`src/sv/assert_macros.svh`:
```
// Assertion helpers shared by the RTL.
`ifndef ASSERT_MACROS_SVH
`define ASSERT_MACROS_SVH

`ifndef NO_ASSERTIONS

// Check a property on every clock edge outside reset.
`define CDSA_ASSERT(lbl, clk, rst, prop) \
   lbl: assert property (@(posedge clk) disable iff (rst) prop) \
      else $error("cdsa assertion failed");

// Check a property on every clock edge, reset included.
`define CDSA_ASSERT_ALWAYS(lbl, clk, prop) \
   lbl: assert property (@(posedge clk) prop) \
      else $error("cdsa assertion failed");

`else

`define CDSA_ASSERT(lbl, clk, rst, prop)
`define CDSA_ASSERT_ALWAYS(lbl, clk, prop)

`endif

`endif

```
`src/sv/cdsa_pkg.sv`:
```
package cdsa_pkg;

   localparam int MAX_SPAN_DAYS = 1023;

   localparam int YEAR_W   = 14;
   localparam int MONTH_W  = 4;
   localparam int DOM_W    = 5;
   localparam int HOUR_W   = 5;
   localparam int MIN_W    = 6;
   localparam int SEC_W    = 6;
   localparam int US_W     = 20;
   localparam int SPAN_D_W = 10;

   // Running day count: day of month plus span plus one carry.
   localparam int DAY_W = $clog2(31 + MAX_SPAN_DAYS + 2);

   localparam int US_PER_SEC = 1000000;
   localparam int YEAR_MAX   = 9999;

   // floor(y / 100) = (y * RECIP_100) >> RECIP_SHIFT for every y up to YEAR_MAX.
   localparam int RECIP_100   = 5243;
   localparam int RECIP_SHIFT = 19;
   localparam int CENT_W      = 7;

   localparam int QUEUE_DEPTH = 2;
   localparam int QPTR_W      = $clog2(QUEUE_DEPTH);
   localparam int QCNT_W      = $clog2(QUEUE_DEPTH + 1);

   localparam logic [MONTH_W-1:0] M_JAN = 4'd1;
   localparam logic [MONTH_W-1:0] M_FEB = 4'd2;
   localparam logic [MONTH_W-1:0] M_APR = 4'd4;
   localparam logic [MONTH_W-1:0] M_JUN = 4'd6;
   localparam logic [MONTH_W-1:0] M_SEP = 4'd9;
   localparam logic [MONTH_W-1:0] M_NOV = 4'd11;
   localparam logic [MONTH_W-1:0] M_DEC = 4'd12;

   // Item after clamping and time-of-day carry, waiting for month rollover.
   typedef struct packed {
      logic [YEAR_W-1:0]  year;
      logic [CENT_W-1:0]  cent;   // year / 100
      logic [MONTH_W-1:0] month;
      logic [DAY_W-1:0]   day;
      logic [HOUR_W-1:0]  hour;
      logic [MIN_W-1:0]   minute;
      logic [SEC_W-1:0]   second;
      logic [US_W-1:0]    subsec;
   } cdsa_item_type;

   typedef struct packed {
      logic [YEAR_W-1:0]  year;
      logic [MONTH_W-1:0] month;
      logic [DOM_W-1:0]   day;
      logic [HOUR_W-1:0]  hour;
      logic [MIN_W-1:0]   minute;
      logic [SEC_W-1:0]   second;
      logic [US_W-1:0]    subsec;
      logic               overflow;
   } cdsa_result_type;

   function automatic logic [DOM_W-1:0] month_days(input logic [MONTH_W-1:0] month,
                                                   input logic leap);
      logic [DOM_W-1:0] len;
      case (month)
         M_FEB:   len = leap ? 5'd29 : 5'd28;
         M_APR:   len = 5'd30;
         M_JUN:   len = 5'd30;
         M_SEP:   len = 5'd30;
         M_NOV:   len = 5'd30;
         default: len = 5'd31;
      endcase
      return len;
   endfunction

endpackage

```
`src/sv/cdsa_front.sv`:
```
module cdsa_front import cdsa_pkg::*; (
   input  logic                clock,
   input  logic                reset,
   input  logic                push,
   output logic                full,
   input  logic [YEAR_W-1:0]   year_in,
   input  logic [MONTH_W-1:0]  month_in,
   input  logic [DOM_W-1:0]    day_in,
   input  logic [HOUR_W-1:0]   hour_in,
   input  logic [MIN_W-1:0]    minute_in,
   input  logic [SEC_W-1:0]    second_in,
   input  logic [US_W-1:0]     subsec_in,
   input  logic [SPAN_D_W-1:0] span_days,
   input  logic [HOUR_W-1:0]   span_hours,
   input  logic [MIN_W-1:0]    span_minutes,
   input  logic [SEC_W-1:0]    span_seconds,
   input  logic [US_W-1:0]     span_subsec,
   output logic                item_valid,
   input  logic                item_take,
   output cdsa_item_type       item
);

   logic [YEAR_W-1:0]  year_c;
   logic [MONTH_W-1:0] month_c;
   logic [DOM_W-1:0]   day_c;
   logic [HOUR_W-1:0]  hr_c, sh_c;
   logic [MIN_W-1:0]   mi_c, sm_c;
   logic [SEC_W-1:0]   se_c, ss_c;
   logic [US_W-1:0]    us_c, su_c;
   logic [DAY_W-1:0]   sd_c;
   logic [US_W:0]      us_sum;
   logic [SEC_W:0]     se_sum;
   logic [MIN_W:0]     mi_sum;
   logic [HOUR_W:0]    hr_sum;
   logic               c_us, c_se, c_mi, c_hr;
   logic [YEAR_W+13:0] year_scaled;
   cdsa_item_type      new_item;

   cdsa_item_type      slot_ff [QUEUE_DEPTH];
   logic [QPTR_W-1:0]  wr_ptr_ff, wr_ptr_in;
   logic [QPTR_W-1:0]  rd_ptr_ff, rd_ptr_in;
   logic [QCNT_W-1:0]  count_ff, count_in;
   logic               do_push, do_pop;

   always_comb begin
      year_c  = (year_in > YEAR_W'(YEAR_MAX)) ? YEAR_W'(YEAR_MAX) : year_in;
      month_c = (month_in < M_JAN) ? M_JAN : ((month_in > M_DEC) ? M_DEC : month_in);
      day_c   = (day_in == '0) ? DOM_W'(1) : day_in;
      hr_c    = (hour_in > HOUR_W'(23)) ? HOUR_W'(23) : hour_in;
      mi_c    = (minute_in > MIN_W'(59)) ? MIN_W'(59) : minute_in;
      se_c    = (second_in > SEC_W'(59)) ? SEC_W'(59) : second_in;
      us_c    = (subsec_in > US_W'(US_PER_SEC - 1)) ? US_W'(US_PER_SEC - 1) : subsec_in;
      sh_c    = (span_hours > HOUR_W'(23)) ? HOUR_W'(23) : span_hours;
      sm_c    = (span_minutes > MIN_W'(59)) ? MIN_W'(59) : span_minutes;
      ss_c    = (span_seconds > SEC_W'(59)) ? SEC_W'(59) : span_seconds;
      su_c    = (span_subsec > US_W'(US_PER_SEC - 1)) ? US_W'(US_PER_SEC - 1) : span_subsec;
      sd_c    = (32'(span_days) > 32'(MAX_SPAN_DAYS)) ? DAY_W'(MAX_SPAN_DAYS)
                                                      : DAY_W'(span_days);

      // Time-of-day add, one carry per unit.
      us_sum = {1'b0, us_c} + {1'b0, su_c};
      c_us   = us_sum >= (US_W+1)'(US_PER_SEC);
      se_sum = {1'b0, se_c} + {1'b0, ss_c} + (SEC_W+1)'(c_us);
      c_se   = se_sum >= (SEC_W+1)'(60);
      mi_sum = {1'b0, mi_c} + {1'b0, sm_c} + (MIN_W+1)'(c_se);
      c_mi   = mi_sum >= (MIN_W+1)'(60);
      hr_sum = {1'b0, hr_c} + {1'b0, sh_c} + (HOUR_W+1)'(c_mi);
      c_hr   = hr_sum >= (HOUR_W+1)'(24);

      year_scaled = (YEAR_W+14)'(year_c) * (YEAR_W+14)'(RECIP_100);

      new_item.year   = year_c;
      new_item.cent   = CENT_W'(year_scaled >> RECIP_SHIFT);
      new_item.month  = month_c;
      new_item.day    = DAY_W'(day_c) + sd_c + DAY_W'(c_hr);
      new_item.hour   = c_hr ? HOUR_W'(hr_sum - (HOUR_W+1)'(24)) : HOUR_W'(hr_sum);
      new_item.minute = c_mi ? MIN_W'(mi_sum - (MIN_W+1)'(60)) : MIN_W'(mi_sum);
      new_item.second = c_se ? SEC_W'(se_sum - (SEC_W+1)'(60)) : SEC_W'(se_sum);
      new_item.subsec = c_us ? US_W'(us_sum - (US_W+1)'(US_PER_SEC)) : US_W'(us_sum);
   end

   assign full       = count_ff == QCNT_W'(QUEUE_DEPTH);
   assign item_valid = count_ff != '0;
   assign item       = slot_ff[rd_ptr_ff];
   assign do_push    = push && !full;
   assign do_pop     = item_take && item_valid;

   always_comb begin
      wr_ptr_in = wr_ptr_ff;
      rd_ptr_in = rd_ptr_ff;
      count_in  = count_ff;
      if (do_push) begin
         wr_ptr_in = (wr_ptr_ff == QPTR_W'(QUEUE_DEPTH - 1)) ? '0 : wr_ptr_ff + 1'b1;
      end
      if (do_pop) begin
         rd_ptr_in = (rd_ptr_ff == QPTR_W'(QUEUE_DEPTH - 1)) ? '0 : rd_ptr_ff + 1'b1;
      end
      if (do_push && !do_pop) begin
         count_in = count_ff + 1'b1;
      end else if (do_pop && !do_push) begin
         count_in = count_ff - 1'b1;
      end
   end

   always_ff @(posedge clock) begin
      if (reset) begin
         wr_ptr_ff <= '0;
         rd_ptr_ff <= '0;
         count_ff  <= '0;
      end else begin
         wr_ptr_ff <= wr_ptr_in;
         rd_ptr_ff <= rd_ptr_in;
         count_ff  <= count_in;
      end
   end

   always_ff @(posedge clock) begin
      if (do_push) begin
         slot_ff[wr_ptr_ff] <= new_item;
      end
   end

endmodule

```
`src/sv/cdsa_back.sv`:
```
module cdsa_back import cdsa_pkg::*; (
   input  logic            clock,
   input  logic            reset,
   input  logic            item_valid,
   output logic            item_take,
   input  cdsa_item_type   item,
   output logic            out_valid,
   input  logic            out_take,
   output cdsa_result_type result
);

   typedef enum logic [1:0] {
      S_IDLE = 2'b01,
      S_ROLL = 2'b10
   } state_type;

   state_type          state_ff, state_in;
   logic [YEAR_W-1:0]  year_ff, year_in;
   logic [MONTH_W-1:0] month_ff, month_in;
   logic [DAY_W-1:0]   day_ff, day_in;
   logic [HOUR_W-1:0]  hour_ff;
   logic [MIN_W-1:0]   minute_ff;
   logic [SEC_W-1:0]   second_ff;
   logic [US_W-1:0]    subsec_ff;
   logic [CENT_W-1:0]  r100_ff, r100_in;   // year mod 100
   logic [1:0]         c4_ff, c4_in;       // (year / 100) mod 4
   logic               ovf_ff, ovf_in;
   logic               out_valid_ff, out_valid_in;
   cdsa_result_type    result_ff, result_in;

   logic               leap;
   logic [DOM_W-1:0]   dim;
   logic               past_end, wrap, sat, done, ovf_now, out_free;
   logic [YEAR_W-1:0]  cent_x100;

   always_comb begin
      cent_x100 = (YEAR_W'(item.cent) << 6) + (YEAR_W'(item.cent) << 5)
                + (YEAR_W'(item.cent) << 2);
      leap      = (r100_ff == '0) ? (c4_ff == 2'd0) : (year_ff[1:0] == 2'd0);
      dim       = month_days(month_ff, leap);
      past_end  = day_ff > DAY_W'(dim);
      wrap      = month_ff == M_DEC;
      sat       = past_end && wrap && (year_ff >= YEAR_W'(YEAR_MAX));
      ovf_now   = ovf_ff || sat;
      done      = ovf_now || !past_end;
      out_free  = !out_valid_ff || out_take;
   end

   always_comb begin
      state_in     = state_ff;
      year_in      = year_ff;
      month_in     = month_ff;
      day_in       = day_ff;
      r100_in      = r100_ff;
      c4_in        = c4_ff;
      ovf_in       = ovf_ff;
      out_valid_in = out_valid_ff && !out_take;
      result_in    = result_ff;
      item_take    = 1'b0;

      case (state_ff)
         S_IDLE: begin
            if (item_valid) begin
               item_take = 1'b1;
               year_in   = item.year;
               month_in  = item.month;
               day_in    = item.day;
               r100_in   = CENT_W'(item.year - cent_x100);
               c4_in     = item.cent[1:0];
               ovf_in    = 1'b0;
               state_in  = S_ROLL;
            end
         end
         S_ROLL: begin
            if (done) begin
               // Hold here until the result register frees up.
               ovf_in = ovf_now;
               if (out_free) begin
                  out_valid_in = 1'b1;
                  state_in     = S_IDLE;
                  if (ovf_now) begin
                     result_in.year   = YEAR_W'(YEAR_MAX);
                     result_in.month  = M_DEC;
                     result_in.day    = DOM_W'(31);
                     result_in.hour   = HOUR_W'(23);
                     result_in.minute = MIN_W'(59);
                     result_in.second = SEC_W'(59);
                     result_in.subsec = US_W'(US_PER_SEC - 1);
                  end else begin
                     result_in.year   = year_ff;
                     result_in.month  = month_ff;
                     result_in.day    = DOM_W'(day_ff);
                     result_in.hour   = hour_ff;
                     result_in.minute = minute_ff;
                     result_in.second = second_ff;
                     result_in.subsec = subsec_ff;
                  end
                  result_in.overflow = ovf_now;
               end
            end else begin
               // Advance one month.
               day_in = day_ff - DAY_W'(dim);
               if (wrap) begin
                  month_in = M_JAN;
                  year_in  = year_ff + 1'b1;
                  if (r100_ff == CENT_W'(99)) begin
                     r100_in = '0;
                     c4_in   = c4_ff + 1'b1;
                  end else begin
                     r100_in = r100_ff + 1'b1;
                  end
               end else begin
                  month_in = month_ff + 1'b1;
               end
            end
         end
         default: begin
            state_in = S_IDLE;
         end
      endcase
   end

   always_ff @(posedge clock) begin
      if (reset) begin
         state_ff     <= S_IDLE;
         out_valid_ff <= 1'b0;
      end else begin
         state_ff     <= state_in;
         out_valid_ff <= out_valid_in;
      end
   end

   always_ff @(posedge clock) begin
      year_ff   <= year_in;
      month_ff  <= month_in;
      day_ff    <= day_in;
      r100_ff   <= r100_in;
      c4_ff     <= c4_in;
      ovf_ff    <= ovf_in;
      result_ff <= result_in;
      if (item_take) begin
         hour_ff   <= item.hour;
         minute_ff <= item.minute;
         second_ff <= item.second;
         subsec_ff <= item.subsec;
      end
   end

   assign out_valid = out_valid_ff;
   assign result    = result_ff;

endmodule

```
`src/sv/calendar_date_span_adder_unit.sv`:
```
// Each item passes through the two-entry front queue, then the back end rolls its surplus days
// forward one month per cycle; the back end takes a new item only once the last is in the result register.
// A two-entry item queue takes new items while the rollover sequencer is busy,
// and the result register frees the sequencer while a result waits for pop.
// Reset (synchronous, active high) empties the queue and result register and idles
// the sequencer.
`include "assert_macros.svh"

module calendar_date_span_adder_unit import cdsa_pkg::*; (
   input  logic                clock,
   input  logic                reset,
   input  logic                push,
   output logic                full,
   input  logic [YEAR_W-1:0]   req_year_in,
   input  logic [MONTH_W-1:0]  req_month_in,
   input  logic [DOM_W-1:0]    req_day_in,
   input  logic [HOUR_W-1:0]   req_hour_in,
   input  logic [MIN_W-1:0]    req_minute_in,
   input  logic [SEC_W-1:0]    req_second_in,
   input  logic [US_W-1:0]     req_subsec_in,
   input  logic [SPAN_D_W-1:0] req_span_days,
   input  logic [HOUR_W-1:0]   req_span_hours,
   input  logic [MIN_W-1:0]    req_span_minutes,
   input  logic [SEC_W-1:0]    req_span_seconds,
   input  logic [US_W-1:0]     req_span_subsec,
   output logic                empty,
   input  logic                pop,
   output logic [YEAR_W-1:0]   rsp_year_out,
   output logic [MONTH_W-1:0]  rsp_month_out,
   output logic [DOM_W-1:0]    rsp_day_out,
   output logic [HOUR_W-1:0]   rsp_hour_out,
   output logic [MIN_W-1:0]    rsp_minute_out,
   output logic [SEC_W-1:0]    rsp_second_out,
   output logic [US_W-1:0]     rsp_subsec_out,
   output logic                rsp_year_overflow
);

   // Front: clamp the fields, add the time of day with its carries, and
   // split the year into centuries; queue the item for the back end.
   logic            item_valid, item_take;
   cdsa_item_type   item;
   logic            out_valid;
   cdsa_result_type result;

   cdsa_front u_front (
      .clock        (clock),
      .reset        (reset),
      .push         (push),
      .full         (full),
      .year_in      (req_year_in),
      .month_in     (req_month_in),
      .day_in       (req_day_in),
      .hour_in      (req_hour_in),
      .minute_in    (req_minute_in),
      .second_in    (req_second_in),
      .subsec_in    (req_subsec_in),
      .span_days    (req_span_days),
      .span_hours   (req_span_hours),
      .span_minutes (req_span_minutes),
      .span_seconds (req_span_seconds),
      .span_subsec  (req_span_subsec),
      .item_valid   (item_valid),
      .item_take    (item_take),
      .item         (item)
   );

   // Back: roll surplus days forward one month per cycle, with the leap-year
   // rule tracked incrementally, and saturate past December 9999.
   cdsa_back u_back (
      .clock      (clock),
      .reset      (reset),
      .item_valid (item_valid),
      .item_take  (item_take),
      .item       (item),
      .out_valid  (out_valid),
      .out_take   (pop),
      .result     (result)
   );

   assign empty             = !out_valid;
   assign rsp_year_out      = result.year;
   assign rsp_month_out     = result.month;
   assign rsp_day_out       = result.day;
   assign rsp_hour_out      = result.hour;
   assign rsp_minute_out    = result.minute;
   assign rsp_second_out    = result.second;
   assign rsp_subsec_out    = result.subsec;
   assign rsp_year_overflow = result.overflow;

   // A waiting result always carries a real month and a one-based day.
   `CDSA_ASSERT(a_month_range, clock, reset, !empty |-> (rsp_month_out >= M_JAN && rsp_month_out <= M_DEC && rsp_day_out != '0))
   // Overflow always comes with the saturated end-of-range date.
   `CDSA_ASSERT(a_ovf_sat, clock, reset, (!empty && rsp_year_overflow) |-> (rsp_year_out == YEAR_W'(YEAR_MAX) && rsp_day_out == DOM_W'(31)))
   // Reset leaves the result register empty and the item queue not full.
   `CDSA_ASSERT_ALWAYS(a_reset_clear, clock, reset |=> (empty && !full))
   // The back end never takes an item from an empty queue.
   `CDSA_ASSERT(a_take_valid, clock, reset, item_take |-> item_valid)

endmodule

```
`config.mk`:
```
export PLATFORM = sky130hd
export DESIGN_NAME = calendar_date_span_adder_unit
export DESIGN_NICKNAME = d
export VERILOG_FILES = /design/src/sv/cdsa_pkg.sv /design/src/sv/cdsa_front.sv /design/src/sv/cdsa_back.sv /design/src/sv/calendar_date_span_adder_unit.sv
export VERILOG_INCLUDE_DIRS = /design/src /design/src/sv
export SDC_FILE = /design/constraint.sdc
export NUM_CORES = 1
export LEC_CHECK = 0
export BUFFER_PORTS_ARGS = -buffer_cell sky130_fd_sc_hd__clkbuf_2
export CAP_MARGIN = 20
export CORE_UTILIZATION = 31
export CTS_BUF_LIST = sky130_fd_sc_hd__clkbuf_4 sky130_fd_sc_hd__clkbuf_8 sky130_fd_sc_hd__clkbuf_16
export DETAILED_ROUTE_END_ITERATION = 10
export GPL_ROUTABILITY_DRIVEN = 0
export MAX_ROUTING_LAYER = met4
export PLACE_DENSITY = 0.5
export SETUP_SLACK_MARGIN = 0.3
export SKIP_LAST_GASP = 1
export SYNTH_ARGS = -nofsm -noshare
export SYNTH_HDL_FRONTEND = slang
export SYNTH_SLANG_ARGS = --single-unit
```
`constraint.sdc`:
```
create_clock -name clock -period 14.6 [get_ports clock]
set_clock_uncertainty 0.1 [all_clocks]
set_input_delay 0.73 -clock clock [delete_from_list [all_inputs] [get_ports clock]]
set_output_delay 0.73 -clock clock [all_outputs]
set_load 0.05 [all_outputs]
```
; ---- After elaboration in Yosys (flattened, before gate mapping)
; Memory sizes are Yosys's and may differ from the RTL's. A register that Yosys moved wholly into a read port is not among the register bits.
; Cells that the tools add are included.
[classes]
reduce_logical = 30
muxes = 60
eq_ne = 16
n_lt_le_gt_ge = 17
n_addsub = 25
multipliers = 1
[op_table]
columns = op, count
row1 = 20-bit 2-to-1 mux, 3
row2 = 14-bit 2-to-1 mux, 4
row3 = 20-bit > comparator (second input constant), 2
row4 = 6-bit 2-to-1 mux, 6
row5 = 7-bit 2-to-1 mux, 4
row6 = 14-bit one-hot mux with 2 select lines, 1
row7 = 14-bit by 13-bit multiplier with 26-bit output (second input constant), 1
row8 = 6-bit > comparator (second input constant), 4
row9 = 11-bit 2-to-1 mux, 2
row10 = 11-bit one-hot mux with 2 select lines, 1
row11 = 20-bit by 20-bit adder with 21-bit output, 1
row12 = 21-bit by 20-bit greater-or-equal comparator with 1-bit output (second input constant), 1
row13 = 4-bit 2-to-1 mux, 5
row14 = 5-bit 2-to-1 mux, 4
row15 = 20-bit subtractor (second input constant), 1
row16 = 2-bit 2-to-1 mux, 9
row17 = 1-bit 2-to-1 mux, 15
row18 = 14-bit by 1-bit adder with 14-bit output (second input constant), 1
row19 = 6-bit by 6-bit adder with 7-bit output, 2
row20 = 7-bit by 1-bit adder with 7-bit output, 2
row21 = 7-bit adder, 2
row22 = 14-bit greater-or-equal comparator (second input constant), 1
row23 = 7-bit by 6-bit greater-or-equal comparator with 1-bit output (second input constant), 2
row24 = 14-bit > comparator (second input constant), 1
row25 = other kinds (42), 74
[word_totals]
word_cells = 173
out_inout_bits = 63
regBits = 144
mem_count = 1
ramBits = 146
[mem_list]
columns = name, depth, width, rd, rd_clocked_by_memory_dff, write_ports, line
row1 = u_front.slot_ff, 2, 73, 1, 1, 1, cdsa_front.sv:39  ; cdsa_item_type slot_ff [QUEUE_DEPTH];

; ---- Depth between registers and ports, before layout
; Gate-level depths: netlist of run 1.
[logic_depth]
word_depth = 11
mapped_depth = 55
ltp_nobuf = 54

; ---- By module
; A second synthesis of run 1 with hierarchy kept.
[unflattened]
hier_cells = 1510
hier_area_um2 = 18124.9
[modules_own_cells]
columns = mod, n_inst, area_per_inst_um2, cells_each
row1 = cdsa_front, 1, 11974.0, 1053
row2 = cdsa_back, 1, 6147.1, 456
row3 = calendar_date_span_adder_unit, 1, 3.8, 1

; ---- Worst setup path after synthesis of run 1
; No wires, ideal clock.
[synth_path]
path_kind = input port to flip-flop
startpoint = input port req_span_subsec[12]
endpoint = memory u_front.slot_ff[0][45] in the netlist's numbering, data pin
cell_stages = 52
path_buffers = 2
arrival_time_ps = 11108
slack_ps = 3127
path_cell_list = nor4_1 > a21boi_0 > o21ai_0 > clkbuf_1 > and2_1 > ha_1 > buf_2 > a21oi_1 > o21ai_2 > a311o_1 > o211a_1 > or4_1 > or4b_4 > o31ai_4 > nor2_2 > fa_1 > inv_1 > fa_1 > [16 not listed] > inv_1 > fa_1 > fa_1 > o21ai_0 > a21oi_1 > xnor2_1 > inv_1 > o21ai_0 > nor2_1 > fa_1 > inv_1 > fa_1 > a21o_1 > a21oi_1 > nor2b_1 > o21ai_0 > nor2_1 > xor2_1
[synth_lines]
columns = element, line
row1 = "start, declared", calendar_date_span_adder_unit.sv:25  ; input logic [US_W-1:0] req_span_subsec,
row2 = "end, declared", cdsa_front.sv:39

==> results of run 1 <==
==> stage by stage <==
step,std cells,setup WS [ns],power (mW)
after floorplan,1434,3.13,2.56
after CTS,2364,2.42,3.87
after global routing,2364,1.44,4.12
after global placement,2304,2.09,2.99
final,2364,2.40,3.80
after detailed placement,2306,1.83,3.02
==> power by group <==
group          switching, mW  total (mW)  internal [mW]
registers              0.120        1.39           1.27
clock network          0.319       0.835          0.516
logic                  0.919        1.57          0.656
==> cells in the final DEF, fill, tap and decap left out, types with 9 or more instances in the layout <==
cell type / netlist / routed
nor4_1: 9 / 9
buf_4: 0 / 9
clkinv_1: 1 / 10
a21o_1: 31 / 31
xnor2_1: 62 / 62
a21oi_1: 52 / 52
mux2_2: 44 / 44
nand2b_1: 63 / 63
a31oi_1: 10 / 10
ha_1: 151 / 150
nor2b_1: 11 / 11
xor2_1: 32 / 32
and3_1: 16 / 14
inv_1: 167 / 166
nand3_1: 20 / 20
o21ai_0: 46 / 46
nand2_1: 62 / 62
mux2i_1: 36 / 36
clkbuf_16: 0 / 31
edfxtp_1: 279 / 279
a211oi_1: 9 / 9
and2_1: 36 / 36
clkbuf_2: 0 / 173
fa_1: 72 / 72
nor2_1: 42 / 41
==> worst register-to-register path, cell delays in order (launching register included) <==
cell,delay (ns)
edfxtp_1,0.43
nor3_1,0.32
nand3_1,0.14
mux2i_1,0.22
nand2_1,0.08
a21oi_1,0.15
a21oi_1,0.06
ha_1,0.20
nor2b_1,0.16
o2111ai_1,0.23
o21ai_0,0.56
a41oi_4,0.33
buf_4,0.41
nand2_1,0.26
and3_4,0.85
==> Yosys cell counts, types with 42 or more instances <==
library cell,number,area (sq um)
inv_1,167,627
nand2_1,62,233
ha_1,151,1890
fa_1,72,1440
nor2_1,42,158
nand2b_1,63,394
clkbuf_1,52,195
edfxtp_1,279,8380
mux2_2,44,495
a21oi_1,52,260
xnor2_1,62,543
o21ai_0,46,230
==> final timing paths <==
check,depth (start not counted),end
hold / removal,1,u_front.slot_ff[1][51]
setup / recovery,53,u_front.slot_ff[0][45]
hold reg to reg,1,u_back.result[32]
setup reg to reg,14,u_back.result[17]
==> cell families after synthesis <==
group | share of synthesized area (%)
AOI/OAI and AO/OA | 8.61
xor gates and xnor gates | 4.70
adders and majority gates | 19.0
buffers and inverters | 4.94
DFF | 48.7
muxes | 4.97
and+or+nand+nor | 9.01
==> state kept, by name, summed over array words and instances, names as in the netlist, named ones only <==
name               flops
u_front.slot_ff      142
u_back.result         61
u_back.subsec_ff      20
u_back.year_ff        14
u_back.day_ff         11
u_back.r100_ff         7
u_back.minute_ff       6
u_back.second_ff       6
u_back.hour_ff         5
u_back.month_ff        4
u_back.c4_ff           2
u_back.state_ff        2
u_front.count_ff       2
u_back.out_valid       1
u_back.ovf_ff          1
u_front.rd_ptr_ff      1
u_front.wr_ptr_ff      1
==> routing by layer <==
layer / vias up / GRT usage, % / wire (um)
li1: 5385 / - / -
met1: 5265 / 17.5 / 17500
met2: 175 / 22.6 / 17900
met4: 0 / 3.38 / 743
met5: - / - / 0
met3: 48 / 1.73 / 1300
==> area by class of cell <==
class / count / area (sq um)
fill: 5409 / 35100
sequential: 287 / 8540
multi-input combinational: 919 / 8150
timing repair buffer: 184 / 981
tap: 748 / 936
clock buffer: 34 / 798
inverter: 168 / 631
clock inverter: 24 / 295
==> metrics.md, run 1 <==
| Metric | Value |
|---|---|
| Max Cap Viol | `0` |
| Synthesis-to-layout area growth | `16.1%` |
| DRC | `0` |
| Setup Crit Path Kind | `input port to flop` |
| Number of global-route vias before repair | `~11k` |
| Initial Util | `between 30% and 40%` |
| Lkg Pwr | `about 8.4 nW` |
| Skew-Pair Late Insertion Delay | `approximately 0.56 ns` |
| WP data required | `14.80 ns` |
| Setup crit end kind | `flop` |
| Actual slew at the worst max-slew pin | `between 0.9 and 1 ns` |
| Buf/Inv on CP | `8` |
| DRT antenna net count | `0` |
| DRT Pass-1 Iters | `7` |
| Worst path top cell family by delay | `compound AO/OA/AOI/OAI gates` |
| Startpoint types | `input port` |
| Syn Inst Count | `approximately 1.4k` |
| Most frequent CP cell | `fa_1` |
| DP HPWL | `~28000 um` |
| I/O Buffers | `173` |
| 1st-iter DRT viols | `348` |
| Nets@finish | `between 1.5k and 2k` |
| Die W | `240 um` |
| Worst setup startpoint | `req_span_subsec[8]` |
| Setup Buffers After CTS | `0` |
| Layout Utilization | `a little under two fifths` |
| Largest net degree at the start of global routing | `66` |
| # clock sinks | `between 200 and 300` |
| Reg2Reg Setup Slack | `9.71 ns` |
| Critical Path AT | `12.40 ns` |
| Slew HR | `37.0%` |
| Peak Freq | `just over 0.08 GHz` |
| Top FF cell, synth | `edfxtp_1` |
| Design Area, Final | `0.0203 sq mm` |
| TritonCTS Buffers | `31` |
| Initial antenna violation count | `0` |
| Minimum clock period | `about 12 ns` |
| First-pass GRT wire length | `around 60000 um` |
| Sequential element share of the synthesized area | `roughly half` |
| Worst Path Max Fanout | `15` |
| Hold Buf Count CTS | `0` |
| Worst-path clk slew | `0.06 ns` |
| RSZ-0062 raised after global routing | `no` |
| Total vias in the final route | `10.9k` |
| CTS Buffer Depth | `3` |
| GRT overflow | `0` |
| Slowest cell on crit path | `or4b_4` |
| Final hold vios | `0` |
| Yosys reg bits | `287` |
| Asr flop ratio synth | `0%` |
| Routed length per placed instance | `around 16 um` |
| Fin crit share | `a little over four fifths` |
| Cell Pwr Density | `187 mW/mm^2` |
| All-Layer GR Usage | `a little over an eighth` |
| Final hold slack | `between 0.3 and 0.4 ns` |
| Layout cell share with drive strength beyond 1 | `between 10% and 20%` |
| Netlist cell types | `between 60 and 70` |
| Cell Area, Synth | `0.0175 sq mm` |
| Reg-to-reg startpoint | `u_back.r100_ff[3]` |
| Wire length after detailed routing | `37500 um` |
| CTS tree | `done` |
| TNS Setup | `0 ns` |
| Ports | `~170` |
| Post-DR vias/cell | `around 4.6` |
| Root Driver | `clkbuf_16` |
| Final setup vio count | `0` |
| Synth Warn # | `0` |
| Die Area | `0.0575 sq mm` |
| Post-synth EDFFs | `roughly 280` |
| Synth Net Count | `between 1.5k and 2k` |
| DP Area | `slightly below 0.02 sq mm` |
| Worst VDD drop | `108 uV` |
| FP Rows | `86` |
| Diode count | `0` |
| Outcome | `finished clean` |
| Synth Area per Inst | `between 10 and 15 sq um` |
| Slew Limit Fails | `0` |
| Core area | `roughly 0.055 sq mm` |
| CP max stage delay | `about 0.58 ns` |
| H-tree depth | `1` |
| Min-Delay Startpoint | `req_month_in[3]` |
| Die height | `240 um` |
| Post_cts resized | `0` |
| Hold Path Class | `input port to flop` |
No activity file was read; power rests on OpenSTA's default activity.
==> run 2: changes to the inputs <==
--- a/config.mk
+++ b/config.mk
@@ -13,7 +13,7 @@
 export DETAILED_ROUTE_END_ITERATION = 10
 export GPL_ROUTABILITY_DRIVEN = 0
 export MAX_ROUTING_LAYER = met4
-export PLACE_DENSITY = 0.5
+export PLACE_DENSITY = 0.52
 export SETUP_SLACK_MARGIN = 0.3
 export SKIP_LAST_GASP = 1
 export SYNTH_ARGS = -nofsm -noshare
==> constraint.sdc (replaced) <==
create_clock -name clock -period 10.96 [get_ports clock]
set_clock_uncertainty 0.1 [all_clocks]
set_input_delay 0.548 -clock clock [delete_from_list [all_inputs] [get_ports clock]]
set_output_delay 0.548 -clock clock [all_outputs]
set_load 0.05 [all_outputs]
==> run 2 against run 1 <==
Net effect:
- count of clock-buffer cells in the layout unchanged
- clock power rose by 38%
- hold slack worse by 0.20 ns
- wire length decreased by 0.16%
- setup slack worse by 1.7 ns
- largest power group unchanged
- utilization is 1.1 points higher
- sequential power is 33% higher
- first-iteration DRC count up 36%
==> metrics.md, run 2 (synthesis results as in run 1) <==
| Metric | Value |
|---|---|
| Outcome | `finished clean` |
| Slew HR | `between 30 and 40%` |
| DRC | `0` |
| I/O Buffers | `~170` |
| Routed length per placed instance | `between 15 and 20 um` |
| Cell Pwr Density | `between 200 and 250 mW/mm^2` |
| TritonCTS Buffers | `31` |
| Lkg Pwr | `~8.7 nW` |
| Max reg flops | `approximately 140` |
| Worst Path Max Fanout | `5` |
| Diode count | `0` |
| CTS Buffer Depth | `3` |
| PnR Total Power | `~5 mW` |
| Actual slew at the worst max-slew pin | `between 0.9 and 1 ns` |
| First-pass GRT wire length | `slightly below 60000 um` |
| Reg-to-reg startpoint | `u_back.month_ff[0]` |
| Peak Freq | `approximately 0.1 GHz` |
| # clock sinks | `287` |
| Fin crit share | `~94%` |
| Largest net degree at the start of global routing | `62` |
| Post-DR vias/cell | `between 4 and 5` |
| Wire length after detailed routing | `between 30000 and 40000 um` |
| All-Layer GR Usage | `between 10 and 15%` |
| Hold depth | `1` |
| RSZ-0062 raised after global routing | `no` |
| Setup Crit Path Kind | `input port to flop` |
| Total vias in the final route | `approximately 11k` |
| Cell Count Post-Placement | `approximately 2.3k` |
| Startpoint types | `input port` |
| DRT antenna net count | `0` |
| DP HPWL | `~28000 um` |
| Final hold slack | `~0.12 ns` |
| FF-to-FF End | `u_back.c4_ff[0]` |
| Initial Util | `between 30% and 40%` |
| Hold Buf Count CTS | `0` |
| DP Area | `approximately 0.020 sq mm` |
| DRT Pass-1 Iters | `5` |
| End of the worst hold path | `u_front.slot_ff[0][51]` |
| Number of global-route vias before repair | `11.2k` |
| Setup crit end kind | `flop` |
| Die Area | `between 0.05 and 0.06 sq mm` |
| Slew Limit Fails | `0` |
| Commonest non-fill, non-tap cell in the layout | `edfxtp_1` |
| Slowest cell on crit path | `or4b_4` |
| Post-Place Setup Slack | `-0.271 ns` |
| Most frequent cells in the layout | `279 x edfxtp_1, 172 x clkbuf_2, 161 x inv_1` |
| FP Rows | `86` |
| Synthesis-to-layout area growth | `19.7%` |
| Finished Layout Cells | `2422` |
| Worst VDD drop | `138 uV` |
| CP max stage delay | `around 0.56 ns` |
| Min-Delay Startpoint | `req_month_in[3]` |
| WP data required | `around 11 ns` |
| Ports | `about 170` |
| Core area | `between 0.05 and 0.06 sq mm` |
| Critical Path AT | `approximately 10 ns` |
| Die W | `between 200 and 250 um` |
| Layout cell share with drive strength beyond 1 | `between 20% and 30%` |
| Skew-Pair Late Insertion Delay | `between 0.5 and 0.6 ns` |
| H-tree depth | `1` |
| Worst Reg-to-Reg Cells | `13` |
| 1st-iter DRT viols | `472` |
| Design Area, Final | `0.0210 sq mm` |
| Setup ws final | `around 0.71 ns` |
| Final hold vios | `0` |
| CTS tree | `done` |
| Largest reg by FF count | `u_front.slot_ff` |
| Die height | `around 240 um` |
| Max Cap Viol | `0` |
| Root Driver | `clkbuf_16` |
| Minimum clock period | `between 10 and 15 ns` |
| Nets@finish | `1984` |
| Most frequent CP cell | `fa_2` |
| GRT overflow | `0` |
| Reg2Reg Setup Slack | `approximately 6.5 ns` |
| Initial antenna violation count | `0` |
| Hold Path Class | `input port to flop` |
| Worst-path clk slew | `around 0.060 ns` |
| Final setup vio count | `0` |
-- run 2: cell count changes in the layout (fill, tap and decap cells not counted), sizes merged --
cell,change
buf,+60
clkbuf,-1
inv,-1
bufinv,+2
clkinv,-2
-- run 2: area by class of cell --
type                            count  area, sq um
Fill cell                        5354        34400
Sequential cell                   287         8540
Multi-Input combinational cell    919         8320
Timing Repair Buffer              243         1410
Tap cell                          748          936
Clock buffer                       34          798
Inverter                          168          631
Clock inverter                     23          335
-- run 2: repair_timing --
| action | 4_1_cts | 5_1_grt |
|---|---|---|
| setup endpoints to repair | 0 | 20 |
| resized for setup | 0 | 38 |
| setup buffers | 0 | 17 |
-- run 2: critical path: cells and delay by family --
family / cells / cell delay, ns
AO/OA/AOI/OAI: 20 / 3.82
adder cells (fa/ha/maj): 10 / 2.88
AND/OR/NAND/NOR: 10 / 1.98
buffers and inverters: 8 / 0.59
XOR/XNOR: 4 / 0.58
-- run 2: routing by layer --
layer	track usage, %	share of wire (%)
met1	18.0	48
met2	21.8	47
met3	1.57	3.6
met4	2.53	1.2
met5	-	0
-- run 2: worst max-delay path by stage --
stage,slack (ns),depth (start not counted),endpoint,startpoint
floorplan,0.30,52,u_front.slot_ff[0][45],req_span_subsec[12]
global placement,-0.11,52,u_front.slot_ff[0][45],req_span_subsec[12]
detailed placement,-0.27,52,u_front.slot_ff[0][45],req_span_subsec[12]
CTS,0.30,53,u_front.slot_ff[1][45],req_span_subsec[12]
global route,0.21,57,u_front.slot_ff[0][45],req_subsec_in[7]
finish,0.71,52,u_front.slot_ff[0][45],req_span_subsec[12]
-- run 2: through the flow --
stage               util [%]  setup TNS [ns]
finish                  37.8               0
global route            37.8               0
CTS                     37.4               0
detailed placement      35.3           -1.58
global placement        35.3          -0.219
floorplan                  -               0
-- run 2: power breakdown --
part	internal, mW	leakage (nW)	total [mW]	switching, mW
Combinational	0.907	5.51	2.14	1.24
Clock	0.732	0.560	1.15	0.419
Sequential	1.70	2.66	1.85	0.152
Total	3.34	8.73	5.15	1.81
==> run 3: changes to the inputs <==
--- a/config.mk
+++ b/config.mk
@@ -6,8 +6,9 @@
 export SDC_FILE = /design/constraint.sdc
 export NUM_CORES = 1
 export LEC_CHECK = 0
-export BUFFER_PORTS_ARGS = -buffer_cell sky130_fd_sc_hd__clkbuf_2
+export BUFFER_PORTS_ARGS = -buffer_cell sky130_fd_sc_hd__buf_4
 export CAP_MARGIN = 20
+export CORE_MARGIN = 2
 export CORE_UTILIZATION = 31
 export CTS_BUF_LIST = sky130_fd_sc_hd__clkbuf_4 sky130_fd_sc_hd__clkbuf_8 sky130_fd_sc_hd__clkbuf_16
 export DETAILED_ROUTE_END_ITERATION = 10
==> run 3 against run 2 <==
Net effect:
- non-clock buffer count is 6 lower
- critical path depth stayed put
- largest cell class unchanged
- combinational power hardly changed
- fmax hardly changed
==> metrics.md, run 3 (synthesis results as in run 1) <==
| Metric | Value |
|---|---|
| Cell Count Post-Placement | `2360` |
| Initial antenna violation count | `0` |
| Setup crit end kind | `flop` |
| Outcome | `finished clean` |
| Final hold slack | `~0.12 ns` |
| Most frequent CP cell | `fa_2` |
| CTS Buffer Depth | `3` |
| GRT overflow | `0` |
| Ports | `around 170` |
| Slowest cell on crit path | `or4b_4` |
| FP Rows | `87` |
| Hold Buf Count CTS | `0` |
| Worst-path clk slew | `roughly 0.050 ns` |
| Initial Util | `31.2%` |
| Minimum clock period | `around 10 ns` |
| Largest reg by FF count | `u_front.slot_ff` |
| Synthesis-to-layout area growth | `22.0%` |
| Die height | `between 200 and 250 um` |
| Total vias in the final route | `11.2k` |
| Post-Place Setup Slack | `-0.189 ns` |
| Hold depth | `1` |
| Final setup vio count | `0` |
| Slew Limit Fails | `0` |
| CP max stage delay | `between 0.5 and 0.6 ns` |
| TNS Setup | `0 ns` |
| Layout cell share with drive strength beyond 1 | `a little under a quarter` |
| Die W | `242 um` |
| Setup ws final | `approximately 0.70 ns` |
| Worst VDD drop | `~120 uV` |
| RSZ-0062 raised after global routing | `yes` |
| Root Driver | `clkbuf_16` |
| Largest net degree at the start of global routing | `65` |
| Skew-Pair Late Insertion Delay | `about 0.54 ns` |
| Hold Path Class | `input port to flop` |
| Nets@finish | `roughly 2k` |
| H-tree depth | `2` |
| Peak Freq | `0.0974 GHz` |
| WP data required | `11.14 ns` |
| # clock sinks | `between 200 and 300` |
| DP HPWL | `roughly 29000 um` |
| Wire length after detailed routing | `around 39000 um` |
| 1st-iter DRT viols | `between 500 and 600` |
| Fin crit share | `between 90% and 100%` |
| Lkg Pwr | `~8.8 nW` |
| Routed length per placed instance | `16.0 um` |
| Die Area | `~0.058 sq mm` |
| Actual slew at the worst max-slew pin | `0.949 ns` |
| Worst Path Max Fanout | `4` |
| Commonest non-fill, non-tap cell in the layout | `edfxtp_1` |
| I/O Buffers | `about 170` |
| TritonCTS Buffers | `35` |
| Setup Crit Path Kind | `input port to flop` |
| Number of global-route vias before repair | `11.5k` |
| Diode count | `0` |
| DRC | `0` |
| Design Area, Final | `0.0214 sq mm` |
| Core area | `~0.056 sq mm` |
| First-pass GRT wire length | `62200 um` |
| Max reg flops | `142` |
| CTS tree | `done` |
| DRT antenna net count | `0` |
| Finished Layout Cells | `2429` |
| PnR Total Power | `between 5 and 6 mW` |
| Cell Pwr Density | `~240 mW/mm^2` |
| Critical Path AT | `approximately 10 ns` |
| Layout Utilization | `between 30% and 40%` |
| Most frequent cells in the layout | `279 x edfxtp_1, 236 x buf_4, 162 x inv_1` |
| Startpoint types | `input port` |
| DRT Pass-1 Iters | `4` |
| DP Area | `roughly 0.020 sq mm` |
| Final hold vios | `0` |
| Worst Reg-to-Reg Cells | `13` |
| All-Layer GR Usage | `13.6%` |
| Slew HR | `around 36%` |
| Post-DR vias/cell | `4.60` |
| Max Cap Viol | `0` |
[run 3: cell types whose count changed in the layout (fill, tap and decap cells not counted), sizes merged]
| cell | before | now |
|---|---|---|
| buf | 71 | 237 |
| bufinv | 9 | 1 |
| clkbuf | 206 | 50 |
| clkinv | 14 | 11 |
[run 3: worst max-delay path, delay by kind of cell]
kind / cells / cell delay [ns]
and+or+nand+nor: 11 / 2.24
AOI/OAI and AO/OA: 20 / 3.66
xor gates and xnor gates: 4 / 0.59
buffers and inverters: 7 / 0.49
adders and majority gates: 10 / 2.89
[run 3: layout make-up]
class | count | area [sq um]
inverter | 168 | 631
timing repair buffer | 237 | 1780
fill | 5464 | 34800
clock inverter | 12 | 98.8
multi-input combinational | 919 | 8350
clock buffer | 50 | 1020
sequential | 287 | 8540
tap | 756 | 946
[run 3: repair_timing]
item,4_1_cts,5_1_grt
buffers inserted,0,7
endpoints found under the setup margin,0,18
resized for setup,0,39
endpoints found under the hold margin,0,0
[run 3: path summary, 6_finish.rpt]
| kind | from | to | slack [ns] |
|---|---|---|---|
| worst min-delay path | req_month_in[3] | u_front.slot_ff[0][51] | 0.12 |
| worst max-delay path | req_span_subsec[12] | u_front.slot_ff[1][45] | 0.70 |
| worst min register to register | u_back.minute_ff[4] | u_back.result[31] | 0.40 |
| worst max register to register | u_back.month_ff[0] | u_back.c4_ff[0] | 6.51 |
[run 3: power breakdown]
group	internal, mW	total (mW)	switching [mW]
Sequential	1.70	1.86	0.161
Combinational	0.929	2.16	1.23
Clock	0.677	1.12	0.446
[run 3: per-layer routing]
metal | global-route usage, % | wire length, um | vias to the layer above
met4 | 3.34 | 677 | 0
li1 | - | - | 5496
met2 | 22.1 | 18600 | 203
met3 | 2.57 | 1750 | 41
met5 | - | 0 | -
met1 | 17.6 | 17800 | 5432
